`src/arsp_pkg.sv`:
```
`default_nettype none

package arsp_pkg;

   // Timing base of the duration conversion
   localparam int TICK_US      = 10;
   localparam int TICKS_PER_MS = 100;

   localparam int TICK_W  = 10;   // holds TICK_US up to 1000
   localparam int TPM_W   = 10;   // holds TICKS_PER_MS up to 1000
   localparam int MS_W    = 32;
   localparam int US_W    = 16;
   localparam int DIV_W   = 17;   // rounded microseconds, us + TICK_US/2
   localparam int QUO_SHIFT = DIV_W;
   localparam int RECIP_W = QUO_SHIFT + 1;
   localparam int RECIP   = (1 << QUO_SHIFT) / TICK_US;
   localparam int HALF_TICK = TICK_US / 2;
   localparam int MSP_W   = MS_W + TPM_W;
   localparam int SUM_W   = MSP_W + 1;
   localparam int TICKS_W = 32;
   localparam logic [TICKS_W-1:0] TICKS_MAX = 32'hFFFF_FFFF;

   localparam int QUEUE_DEPTH = 4;
   localparam int QPTR_W      = $clog2(QUEUE_DEPTH);

   // Input item codes
   localparam logic REQ_BYTE = 1'b0;
   localparam logic REQ_END  = 1'b1;

   // Result kinds
   localparam logic [1:0] KIND_RECORD = 2'd0;
   localparam logic [1:0] KIND_TARGET = 2'd1;
   localparam logic [1:0] KIND_END    = 2'd2;

   // Record types
   localparam logic [2:0] REC_NONE        = 3'd0;
   localparam logic [2:0] REC_START       = 3'd1;
   localparam logic [2:0] REC_DELAY       = 3'd2;
   localparam logic [2:0] REC_PIN_READ    = 3'd3;
   localparam logic [2:0] REC_PIN_WRITE   = 3'd4;
   localparam logic [2:0] REC_PIN_TRIGGER = 3'd5;

   // End status codes
   localparam logic [2:0] ST_OK            = 3'd0;
   localparam logic [2:0] ST_SHORT_HEADER  = 3'd1;
   localparam logic [2:0] ST_SHORT_FIELDS  = 3'd2;
   localparam logic [2:0] ST_SHORT_TARGETS = 3'd3;
   localparam logic [2:0] ST_BAD_TYPE      = 3'd4;

   // Classified item passed from the front to the back
   typedef struct packed {
      logic [1:0]       kind;
      logic [2:0]       action_type;
      logic [7:0]       action_id;
      logic [7:0]       port;
      logic [7:0]       pin;
      logic [7:0]       initial_level;
      logic [7:0]       target_level;
      logic [7:0]       final_level;
      logic             has_duration;
      logic [MS_W-1:0]  millis;
      logic [US_W-1:0]  micros;
      logic [8:0]       count;
      logic [7:0]       target_id;
      logic [2:0]       status;
   } op_type;

endpackage

`default_nettype wire

```
`src/arsp_req_if.sv`:
```
`default_nettype none

interface arsp_req_if;
   logic       valid;
   logic       ready;
   logic       req_type;
   logic [7:0] data_byte;

   modport source (output valid, output req_type, output data_byte, input ready);
   modport sink   (input valid, input req_type, input data_byte, output ready);
endinterface

`default_nettype wire

```
`src/arsp_rsp_if.sv`:
```
`default_nettype none

interface arsp_rsp_if;
   logic        valid;
   logic        ready;
   logic [1:0]  kind;
   logic [2:0]  action_type;
   logic [7:0]  action_id;
   logic [7:0]  port;
   logic [7:0]  pin;
   logic [7:0]  initial_level;
   logic [7:0]  target_level;
   logic [7:0]  final_level;
   logic [31:0] interval_ticks;
   logic [8:0]  count;
   logic [7:0]  target_id;
   logic [2:0]  status;

   modport source (output valid, output kind, output action_type, output action_id,
                   output port, output pin, output initial_level, output target_level,
                   output final_level, output interval_ticks, output count,
                   output target_id, output status, input ready);
   modport sink   (input valid, input kind, input action_type, input action_id,
                   input port, input pin, input initial_level, input target_level,
                   input final_level, input interval_ticks, input count,
                   input target_id, input status, output ready);
endinterface

`default_nettype wire

```
`src/arsp_front.sv`:
```
`default_nettype none

module arsp_front (
   input  logic            clock,
   input  logic            reset,
   input  logic            in_valid,
   input  logic            in_req_type,
   input  logic [7:0]      in_data_byte,
   input  logic            queue_full,
   output logic            accept,
   output logic            push,
   output arsp_pkg::op_type push_op
);
   import arsp_pkg::*;

   typedef enum logic [2:0] {
      PH_TYPE, PH_ID, PH_FIELDS, PH_TARGETS, PH_SKIP
   } phase_type;

   phase_type        phase_ff, phase_in;
   logic [2:0]       type_ff, type_in;
   logic             bad_ff, bad_in;
   logic [7:0]       id_ff, id_in;
   logic [3:0]       pos_ff, pos_in;
   logic [7:0]       pins_ff [5];
   logic [7:0]       pins_in [5];
   logic [MS_W-1:0]  ms_ff, ms_in;
   logic [US_W-1:0]  us_ff, us_in;
   logic [7:0]       left_ff, left_in;
   logic [8:0]       largest_ff, largest_in;
   logic [3:0]       pin_len;
   logic [3:0]       fixed_len;
   logic             pin_rec;

   always_comb begin
      unique case (type_ff)
         REC_PIN_READ, REC_PIN_WRITE: begin
            pin_len   = 4'd5;
            fixed_len = 4'd11;
         end
         REC_PIN_TRIGGER: begin
            pin_len   = 4'd4;
            fixed_len = 4'd10;
         end
         REC_DELAY: begin
            pin_len   = 4'd0;
            fixed_len = 4'd6;
         end
         default: begin
            pin_len   = 4'd0;
            fixed_len = 4'd0;
         end
      endcase
   end

   assign pin_rec = (pin_len != 4'd0);
   assign accept  = in_valid && !queue_full;

   always_comb begin
      phase_in   = phase_ff;
      type_in    = type_ff;
      bad_in     = bad_ff;
      id_in      = id_ff;
      pos_in     = pos_ff;
      pins_in    = pins_ff;
      ms_in      = ms_ff;
      us_in      = us_ff;
      left_in    = left_ff;
      largest_in = largest_ff;
      push       = 1'b0;
      push_op    = '0;

      if (accept) begin
         if (in_req_type == REQ_END) begin
            push         = 1'b1;
            push_op.kind = KIND_END;
            unique case (phase_ff)
               PH_SKIP:    push_op.status = ST_BAD_TYPE;
               PH_ID:      push_op.status = ST_SHORT_HEADER;
               PH_FIELDS:  push_op.status = ST_SHORT_FIELDS;
               PH_TARGETS: push_op.status = ST_SHORT_TARGETS;
               default:    push_op.status = ST_OK;
            endcase
            if (push_op.status == ST_OK && !largest_ff[8]) begin
               push_op.count = {1'b0, largest_ff[7:0]} + 9'd1;
            end
            phase_in   = PH_TYPE;
            largest_in = 9'h100;
         end else begin
            unique case (phase_ff)
               PH_TYPE: begin
                  type_in  = in_data_byte[2:0];
                  bad_in   = (in_data_byte == 8'd0) || (in_data_byte > 8'd5);
                  phase_in = PH_ID;
               end
               PH_ID: begin
                  id_in = in_data_byte;
                  if (largest_ff[8] || in_data_byte > largest_ff[7:0]) begin
                     largest_in = {1'b0, in_data_byte};
                  end
                  if (bad_ff) begin
                     phase_in = PH_SKIP;
                  end else begin
                     pos_in   = 4'd0;
                     for (int i = 0; i < 5; i++) pins_in[i] = 8'd0;
                     ms_in    = '0;
                     us_in    = '0;
                     phase_in = PH_FIELDS;
                  end
               end
               PH_FIELDS: begin
                  if (pos_ff < fixed_len) begin
                     if (pos_ff < pin_len) begin
                        pins_in[pos_ff[2:0]] = in_data_byte;
                     end else if (pos_ff < pin_len + 4'd4) begin
                        ms_in = {ms_ff[MS_W-9:0], in_data_byte};
                     end else begin
                        us_in = {us_ff[US_W-9:0], in_data_byte};
                     end
                     pos_in = pos_ff + 4'd1;
                  end else begin
                     push                 = 1'b1;
                     push_op.kind         = KIND_RECORD;
                     push_op.action_type  = type_ff;
                     push_op.action_id    = id_ff;
                     if (pin_rec) begin
                        push_op.port          = pins_ff[0];
                        push_op.pin           = pins_ff[1];
                        push_op.initial_level = pins_ff[2];
                        push_op.target_level  = pins_ff[3];
                        push_op.final_level   =
                           (type_ff == REC_PIN_TRIGGER) ? 8'd0 : pins_ff[4];
                     end
                     push_op.has_duration = (type_ff != REC_START);
                     push_op.millis       = ms_ff;
                     push_op.micros       = us_ff;
                     push_op.count        = {1'b0, in_data_byte};
                     left_in  = in_data_byte;
                     phase_in = (in_data_byte != 8'd0) ? PH_TARGETS : PH_TYPE;
                  end
               end
               PH_TARGETS: begin
                  push                = 1'b1;
                  push_op.kind        = KIND_TARGET;
                  push_op.action_type = type_ff;
                  push_op.action_id   = id_ff;
                  push_op.target_id   = in_data_byte;
                  left_in = left_ff - 8'd1;
                  if (left_ff == 8'd1) phase_in = PH_TYPE;
               end
               default: begin
                  phase_in = phase_ff;
               end
            endcase
         end
      end
   end

   always_ff @(posedge clock) begin
      if (reset) begin
         phase_ff   <= PH_TYPE;
         largest_ff <= 9'h100;
         bad_ff     <= 1'b0;
      end else begin
         phase_ff   <= phase_in;
         largest_ff <= largest_in;
         bad_ff     <= bad_in;
      end
      type_ff <= type_in;
      id_ff   <= id_in;
      pos_ff  <= pos_in;
      pins_ff <= pins_in;
      ms_ff   <= ms_in;
      us_ff   <= us_in;
      left_ff <= left_in;
   end

endmodule

`default_nettype wire

```
`src/arsp_queue.sv`:
```
`default_nettype none

module arsp_queue (
   input  logic             clock,
   input  logic             reset,
   input  logic             push,
   input  arsp_pkg::op_type push_op,
   output logic             full,
   input  logic             pop,
   output logic             nonempty,
   output arsp_pkg::op_type head_op
);
   import arsp_pkg::*;

   op_type            slots_ff [QUEUE_DEPTH];
   logic [QPTR_W-1:0] wr_ff, rd_ff;
   logic [QPTR_W:0]   used_ff;
   logic              do_pop;

   assign full     = (used_ff == (QPTR_W+1)'(QUEUE_DEPTH));
   assign nonempty = (used_ff != '0);
   assign head_op  = slots_ff[rd_ff];
   assign do_pop   = pop && nonempty;

   always_ff @(posedge clock) begin
      if (reset) begin
         wr_ff   <= '0;
         rd_ff   <= '0;
         used_ff <= '0;
      end else begin
         if (push) begin
            wr_ff <= (wr_ff == QPTR_W'(QUEUE_DEPTH - 1)) ? '0 : wr_ff + 1'b1;
         end
         if (do_pop) begin
            rd_ff <= (rd_ff == QPTR_W'(QUEUE_DEPTH - 1)) ? '0 : rd_ff + 1'b1;
         end
         used_ff <= used_ff + (QPTR_W+1)'(push) - (QPTR_W+1)'(do_pop);
      end
      if (push) slots_ff[wr_ff] <= push_op;
   end

endmodule

`default_nettype wire

```
`src/arsp_back.sv`:
```
`default_nettype none

module arsp_back (
   input  logic                clock,
   input  logic                reset,
   input  logic                head_valid,
   input  arsp_pkg::op_type    head_op,
   output logic                pop,
   input  logic                out_ready,
   output logic                out_valid,
   output arsp_pkg::op_type    out_op,
   output logic [31:0]         out_ticks
);
   import arsp_pkg::*;

   localparam logic [TICK_W-1:0]  TICK_C  = TICK_W'(TICK_US);
   localparam logic [TPM_W-1:0]   TPM_C   = TPM_W'(TICKS_PER_MS);
   localparam logic [RECIP_W-1:0] RECIP_C = RECIP_W'(RECIP);
   localparam logic [DIV_W-1:0]   HALF_C  = DIV_W'(HALF_TICK);
   localparam int PROD_W = DIV_W + RECIP_W;
   localparam int QD_W   = DIV_W + TICK_W;

   typedef struct packed {
      op_type           op;
      logic [DIV_W-1:0] rounded;
      logic [DIV_W-1:0] quo_est;
      logic [MSP_W-1:0] ms_ticks;
   } s1_type;

   typedef struct packed {
      op_type           op;
      logic [DIV_W-1:0] rounded;
      logic [DIV_W-1:0] quo_est;
      logic [DIV_W-1:0] quo_back;
      logic [MSP_W-1:0] ms_ticks;
   } s2_type;

   logic              adv;
   logic              s1_valid_ff, s2_valid_ff, out_valid_ff;
   s1_type            s1_ff, s1_in;
   s2_type            s2_ff, s2_in;
   op_type            out_op_ff;
   logic [TICKS_W-1:0] ticks_ff, ticks_in;
   logic [PROD_W-1:0] recip_prod;
   logic [QD_W-1:0]   qd_prod;
   logic [DIV_W-1:0]  rem;
   logic [DIV_W-1:0]  quo;
   logic [SUM_W-1:0]  sum;

   assign adv = !out_valid_ff || out_ready;
   assign pop = adv && head_valid;

   // Stage 1: reciprocal multiply of the rounded microseconds, scale milliseconds
   always_comb begin
      s1_in.op       = head_op;
      s1_in.rounded  = {1'b0, head_op.micros} + HALF_C;
      recip_prod     = PROD_W'(s1_in.rounded) * PROD_W'(RECIP_C);
      s1_in.quo_est  = recip_prod[QUO_SHIFT +: DIV_W];
      s1_in.ms_ticks = MSP_W'(head_op.millis) * MSP_W'(TPM_C);
   end

   // Stage 2: multiply the estimate back for the remainder check
   always_comb begin
      s2_in.op       = s1_ff.op;
      s2_in.rounded  = s1_ff.rounded;
      s2_in.quo_est  = s1_ff.quo_est;
      s2_in.ms_ticks = s1_ff.ms_ticks;
      qd_prod        = QD_W'(s1_ff.quo_est) * QD_W'(TICK_C);
      s2_in.quo_back = qd_prod[DIV_W-1:0];
   end

   // Stage 3: correct the estimate by one, add, saturate; zero without a duration
   always_comb begin
      rem = s2_ff.rounded - s2_ff.quo_back;
      quo = s2_ff.quo_est + DIV_W'(rem >= DIV_W'(TICK_C));
      sum = SUM_W'(s2_ff.ms_ticks) + SUM_W'(quo);
      if (!s2_ff.op.has_duration) begin
         ticks_in = '0;
      end else if (sum[SUM_W-1:TICKS_W] != '0) begin
         ticks_in = TICKS_MAX;
      end else begin
         ticks_in = sum[TICKS_W-1:0];
      end
   end

   always_ff @(posedge clock) begin
      if (reset) begin
         s1_valid_ff  <= 1'b0;
         s2_valid_ff  <= 1'b0;
         out_valid_ff <= 1'b0;
      end else if (adv) begin
         s1_valid_ff  <= head_valid;
         s2_valid_ff  <= s1_valid_ff;
         out_valid_ff <= s2_valid_ff;
      end
      if (adv) begin
         s1_ff     <= s1_in;
         s2_ff     <= s2_in;
         out_op_ff <= s2_ff.op;
         ticks_ff  <= ticks_in;
      end
   end

   assign out_valid = out_valid_ff;
   assign out_op    = out_op_ff;
   assign out_ticks = ticks_ff;

endmodule

`default_nettype wire

```
`src/action_record_stream_parser.sv`:
```
`default_nettype none

// Action record stream parser.
// The req_chan channel takes one item per handshake: a payload byte
// (req_type 0, data_byte) or an end-of-payload marker (req_type 1).
// The rsp_chan channel gives records, target ids and the end status of a
// payload. A record goes out when its count byte arrives, each following
// target byte as a target item, and the end marker gives the status with
// the action count, or the first error (count 0).
// Throughput: one item per cycle in each direction while neither side
// stalls. The front parses a byte in the cycle it is accepted and
// writes the result into a 4-entry queue; the back runs a three-stage
// pipeline (tick scaling multiply, remainder check multiply, correct
// and saturate) ending in the output register.
// Reset (synchronous, active high) drops everything queued or in flight
// and readies the parser for the start of a payload.
// When the receiver stalls, the output register and pipeline hold; the
// queue keeps taking items until it fills, then req_chan.ready drops.
module action_record_stream_parser (
   input  logic  clock,
   input  logic  reset,
   arsp_req_if.sink   req_chan,
   arsp_rsp_if.source rsp_chan
);
   import arsp_pkg::*;

   logic   accept;
   logic   push;
   op_type push_op;
   logic   queue_full;
   logic   head_valid;
   op_type head_op;
   logic   pop;
   logic   out_valid;
   op_type out_op;
   logic [31:0] out_ticks;

   // Front: parse bytes and classify them into queue entries
   arsp_front u_front (
      .clock        (clock),
      .reset        (reset),
      .in_valid     (req_chan.valid),
      .in_req_type  (req_chan.req_type),
      .in_data_byte (req_chan.data_byte),
      .queue_full   (queue_full),
      .accept       (accept),
      .push         (push),
      .push_op      (push_op)
   );

   // Hold the input side off only when the queue is full
   assign req_chan.ready = !queue_full;

   arsp_queue u_queue (
      .clock    (clock),
      .reset    (reset),
      .push     (push && accept),
      .push_op  (push_op),
      .full     (queue_full),
      .pop      (pop),
      .nonempty (head_valid),
      .head_op  (head_op)
   );

   // Back: convert durations and drive the output register
   arsp_back u_back (
      .clock      (clock),
      .reset      (reset),
      .head_valid (head_valid),
      .head_op    (head_op),
      .pop        (pop),
      .out_ready  (rsp_chan.ready),
      .out_valid  (out_valid),
      .out_op     (out_op),
      .out_ticks  (out_ticks)
   );

   assign rsp_chan.valid          = out_valid;
   assign rsp_chan.kind           = out_op.kind;
   assign rsp_chan.action_type    = out_op.action_type;
   assign rsp_chan.action_id      = out_op.action_id;
   assign rsp_chan.port           = out_op.port;
   assign rsp_chan.pin            = out_op.pin;
   assign rsp_chan.initial_level  = out_op.initial_level;
   assign rsp_chan.target_level   = out_op.target_level;
   assign rsp_chan.final_level    = out_op.final_level;
   assign rsp_chan.interval_ticks = out_ticks;
   assign rsp_chan.count          = out_op.count;
   assign rsp_chan.target_id      = out_op.target_id;
   assign rsp_chan.status         = out_op.status;

endmodule

`default_nettype wire

```
`src/flat_wrapper.sv`:
```
// flat-port wrapper written by rule: the top's interface ports become plain ports
module action_record_stream_parser_flat import arsp_pkg::*;
  (clock, reset, req_chan_valid, req_chan_req_type, req_chan_data_byte, req_chan_ready, rsp_chan_valid, rsp_chan_kind, rsp_chan_action_type, rsp_chan_action_id, rsp_chan_port, rsp_chan_pin, rsp_chan_initial_level, rsp_chan_target_level, rsp_chan_final_level, rsp_chan_interval_ticks, rsp_chan_count, rsp_chan_target_id, rsp_chan_status, rsp_chan_ready);
  arsp_req_if req_chan_i ();
  arsp_rsp_if rsp_chan_i ();
  input  logic clock;
  input  logic reset;
  input wire logic [$bits(req_chan_i.valid)-1:0] req_chan_valid;
  input wire logic [$bits(req_chan_i.req_type)-1:0] req_chan_req_type;
  input wire logic [$bits(req_chan_i.data_byte)-1:0] req_chan_data_byte;
  output wire logic [$bits(req_chan_i.ready)-1:0] req_chan_ready;
  output wire logic [$bits(rsp_chan_i.valid)-1:0] rsp_chan_valid;
  output wire logic [$bits(rsp_chan_i.kind)-1:0] rsp_chan_kind;
  output wire logic [$bits(rsp_chan_i.action_type)-1:0] rsp_chan_action_type;
  output wire logic [$bits(rsp_chan_i.action_id)-1:0] rsp_chan_action_id;
  output wire logic [$bits(rsp_chan_i.port)-1:0] rsp_chan_port;
  output wire logic [$bits(rsp_chan_i.pin)-1:0] rsp_chan_pin;
  output wire logic [$bits(rsp_chan_i.initial_level)-1:0] rsp_chan_initial_level;
  output wire logic [$bits(rsp_chan_i.target_level)-1:0] rsp_chan_target_level;
  output wire logic [$bits(rsp_chan_i.final_level)-1:0] rsp_chan_final_level;
  output wire logic [$bits(rsp_chan_i.interval_ticks)-1:0] rsp_chan_interval_ticks;
  output wire logic [$bits(rsp_chan_i.count)-1:0] rsp_chan_count;
  output wire logic [$bits(rsp_chan_i.target_id)-1:0] rsp_chan_target_id;
  output wire logic [$bits(rsp_chan_i.status)-1:0] rsp_chan_status;
  input wire logic [$bits(rsp_chan_i.ready)-1:0] rsp_chan_ready;
  assign req_chan_i.valid = req_chan_valid;
  assign req_chan_i.req_type = req_chan_req_type;
  assign req_chan_i.data_byte = req_chan_data_byte;
  assign req_chan_ready = req_chan_i.ready;
  assign rsp_chan_valid = rsp_chan_i.valid;
  assign rsp_chan_kind = rsp_chan_i.kind;
  assign rsp_chan_action_type = rsp_chan_i.action_type;
  assign rsp_chan_action_id = rsp_chan_i.action_id;
  assign rsp_chan_port = rsp_chan_i.port;
  assign rsp_chan_pin = rsp_chan_i.pin;
  assign rsp_chan_initial_level = rsp_chan_i.initial_level;
  assign rsp_chan_target_level = rsp_chan_i.target_level;
  assign rsp_chan_final_level = rsp_chan_i.final_level;
  assign rsp_chan_interval_ticks = rsp_chan_i.interval_ticks;
  assign rsp_chan_count = rsp_chan_i.count;
  assign rsp_chan_target_id = rsp_chan_i.target_id;
  assign rsp_chan_status = rsp_chan_i.status;
  assign rsp_chan_i.ready = rsp_chan_ready;
  action_record_stream_parser u_core (.clock(clock), .reset(reset), .req_chan(req_chan_i), .rsp_chan(rsp_chan_i));
endmodule
```
`config.mk`:
```
export PLATFORM = sky130hd
export DESIGN_NAME = action_record_stream_parser_flat
export DESIGN_NICKNAME = d
export VERILOG_FILES = /design/src/arsp_pkg.sv /design/src/arsp_req_if.sv /design/src/arsp_rsp_if.sv /design/src/arsp_front.sv /design/src/arsp_queue.sv /design/src/arsp_back.sv /design/src/action_record_stream_parser.sv /design/src/flat_wrapper.sv
export SDC_FILE = /design/constraint.sdc
export NUM_CORES = 2
export LEC_CHECK = 0
export BUFFER_PORTS_ARGS = -buffer_cell sky130_fd_sc_hd__buf_2
export CORE_MARGIN = 2
export CORE_UTILIZATION = 59
export CTS_CLUSTER_SIZE = 24
export DETAILED_ROUTE_END_ITERATION = 10
export GPL_TIMING_DRIVEN = 0
export MAX_ROUTING_LAYER = met4
export PLACE_DENSITY = 0.81
export SYNTH_ARGS = -nofsm -noshare
export SYNTH_HDL_FRONTEND = slang
export SYNTH_SLANG_ARGS = --single-unit
export TNS_END_PERCENT = 20
```
`constraint.sdc`:
```
create_clock -name clock -period 10.5 [get_ports clock]
set_input_delay 1.05 -clock clock [delete_from_list [all_inputs] [get_ports clock]]
set_output_delay 1.05 -clock clock [all_outputs]
set_load 0.1 [all_outputs]
```
==> run summary <==
TritonCTS buffer count: 98
Post-synth EDFFs: 1,000
Critical path endpoint category: flop
Synth top area cells: edfxtp_1 (64%), ha_1 (8.0%), mux4_2 (5.8%)
Largest net degree at the start of global routing: 117
Initial antenna violation count: 2
Seq/Total Area, Yosys: 64.6%
End-of-flow core utilization: 66.8%
Hold WS: 399 ps
Max Slew Vio Count: 0
Type of the worst setup path: flop to flop
RSZ-0062 raised after global routing: no
Routed WL: 91.2 mm
Die H: 287 um
Vias in the first global route: 26,411
Skew-Pair Late Insertion Delay: 680 ps
Final setup vio count: 0
Initial core utilization: 59.7%
Number of max-cap violations: 0
Outcome: finished clean
# DRC: 0
Setup WS pre-CTS: 2530 ps
Root Driver: clkbuf_16
Hold Crit Class: flop to flop
GPL Wtd Cong: 0.886
Placeable core area: 0.0791 mm2
# hold bufs at CTS: 0
Syn_area_per_cell: 15.8 um2
Depth of the CTS H-tree: 3
Final #Nets: 3,639
Most numerous cell in the Yosys netlist: edfxtp_1
Number of clock sinks: 1,025
Wirelength per Cell: 20.9 um
Clock skew: 60.3 ps
FP Rows: 103
Final min period: 7980 ps
Setup repair bufs after CTS: 0
Die ar.: 0.0823 mm2
Ports: 120
Fin. Hold Viols: 0
DR vias/cell: 5.80
Syn. warnings: 0
Startpoint types: flop
WP data required: 10,940 ps
Worst Path Max Fanout: 10
Total number of vias: 25,271
Post-route ant nets: 0
Layout cell share with drive strength beyond 1: 13.9%
Post-synth top area share: 63.6%
CP arrival: 8420 ps
IO buf count: 119
Fmax: 0.125 GHz
CTS tree: built
Max_slew headroom: 15.3%
Area added between synthesis and finish: 11.9%
Ys async rst share: 0%
GRT overflow: 0
Syn_nets: 3,408
Syn Inst Count: 2,993
Mapped Area: 0.0472 mm2
Seq cells post-synth: 1,025
Starting DRT DRC Count: 2,411
Final period util: 76.0%
GRT Overall Usage: 23.2%
Clock transition at the registers of the reported paths: 70 ps
HPWL after DPL: 59.8 mm
Largest area contributor in the netlist: edfxtp_1
Synth Flop Type: edfxtp_1
Top post-synthesis cells by count: edfxtp_1 (1,000), inv_1 (329), ha_1 (303)
Deepest clock path buffer count: 3
Die width: 287 um
Worst Tran Pin Value: 1260 ps
Drt pass-1 iters: 6
Global-route wire length before repair: 144 mm
Post-CTS Resized: 0
Synth cell types: 77
Final WS setup: 2520 ps
[final cells by class]
class | instances | area (um2)
Antenna cell | 2 | 5.00
Buffer | 85 | 363
Clock buffer | 120 | 2580
Clock inverter | 64 | 768
Fill cell | 5107 | 26300
Inverter | 329 | 1240
Multi-Input combinational cell | 1554 | 15100
Sequential cell | 1025 | 30500
Tap cell | 1050 | 1310
Timing Repair Buffer | 131 | 918
[path summary, 6_finish.rpt]
path | startpoint | slack [ps] | cells past startpoint | to
worst max-delay path | flop | 2520 | 24 | u_core.u_back.s1_ff[55]$_DFFE_PN_
worst min-delay path | u_core.u_back.s1_ff[193]$_DFFE_PN_ | 400 | 0 | u_core.u_back.s2_ff[210]$_DFFE_PN_
worst max register to register | flop | 2520 | 24 | u_core.u_back.s1_ff[55]$_DFFE_PN_
worst min register to register | u_core.u_back.s1_ff[193]$_DFFE_PN_ | 400 | 0 | u_core.u_back.s2_ff[210]$_DFFE_PN_
[cell usage in the layout, fill, tap and decap left out, types with 31 or more instances in the layout]
master,instances
buf_2,126
clkbuf_1,79
and3_1,88
mux4_2,122
clkbuf_16,99
nor2_1,121
inv_1,328
ha_1,303
nand2_1,88
xor2_1,53
a21oi_1,74
fa_1,99
nand3_1,36
o21ai_0,55
a21o_1,34
and2_1,87
edfxtp_1,1000
nor3_1,31
xnor2_1,79
mux2i_1,42
[routing by layer]
| layer | global-route usage (%) | routed length, um |
|---|---|---|
| met1 | 29.0 | 36800 |
| met2 | 39.4 | 46600 |
| met3 | 3.39 | 5080 |
| met4 | 7.49 | 2690 |
| met5 | - | 0 |
[flip-flops by register name, indices dropped and copies added (netlist names), named ones only]
signal                     cells
u_core.u_front.ms_ff          32
u_core.u_back.s1_valid_ff      1
u_core.u_front.pins_ff        40
u_core.u_queue.slots_ff      488
u_core.u_front.us_ff          16
u_core.u_queue.rd_ff           2
u_core.u_back.out_valid        1
u_core.u_front.pos_ff          4
u_core.u_queue.used_ff         3
u_core.u_front.bad_ff          1
u_core.u_front.largest_ff      9
u_core.u_front.type_ff         3
u_core.u_front.phase_ff        3
u_core.u_front.id_ff           8
u_core.u_back.s2_valid_ff      1
u_core.u_back.out_op          73
u_core.u_queue.wr_ff           2
u_core.u_back.s2_ff          155
u_core.u_back.s1_ff          141
u_core.u_back.out_ticks       32
u_core.u_front.left_ff         8
[kinds of logic after synthesis]
kind of cell | after synthesis | share of synthesized area (%)
xor gates and xnor gates | 133 | 2.48
buffers and inverters | 414 | 3.38
AOI/OAI and AO/OA | 311 | 4.50
muxes | 165 | 6.73
DFF | 1025 | 64.6
adders and majority gates | 402 | 12.2
and+or+nand+nor | 543 | 6.05
[stage by stage]
stage,cell area (um2),setup TNS (ps),instances
after floorplan,47200,0,2993
after CTS,52800,0,4358
after detailed placement,49500,0,4174
final,52900,0,4360
after global routing,52900,0,4359
after global placement,49100,-664890,4162
[critical path, stage by stage, from the launching register on]
cell	delay, ps
dfxtp_1	390
buf_4	200
buf_6	190
buf_1	740
mux4_2	630
nand3_1	110
nor2_1	70
xnor2_1	860
ha_1	390
inv_1	70
fa_1	420
inv_1	80
fa_1	430
fa_1	540
inv_1	50
fa_1	500
inv_1	60
ha_1	320
a21o_1	160
o21ai_0	450
nand3_1	240
nand3_1	170
nand3_1	160
a21o_1	210
a311oi_1	270
Power is left out: the tool's default activity adds up to more than one toggle a clock period on the data nets, which glitch-free logic cannot reach.
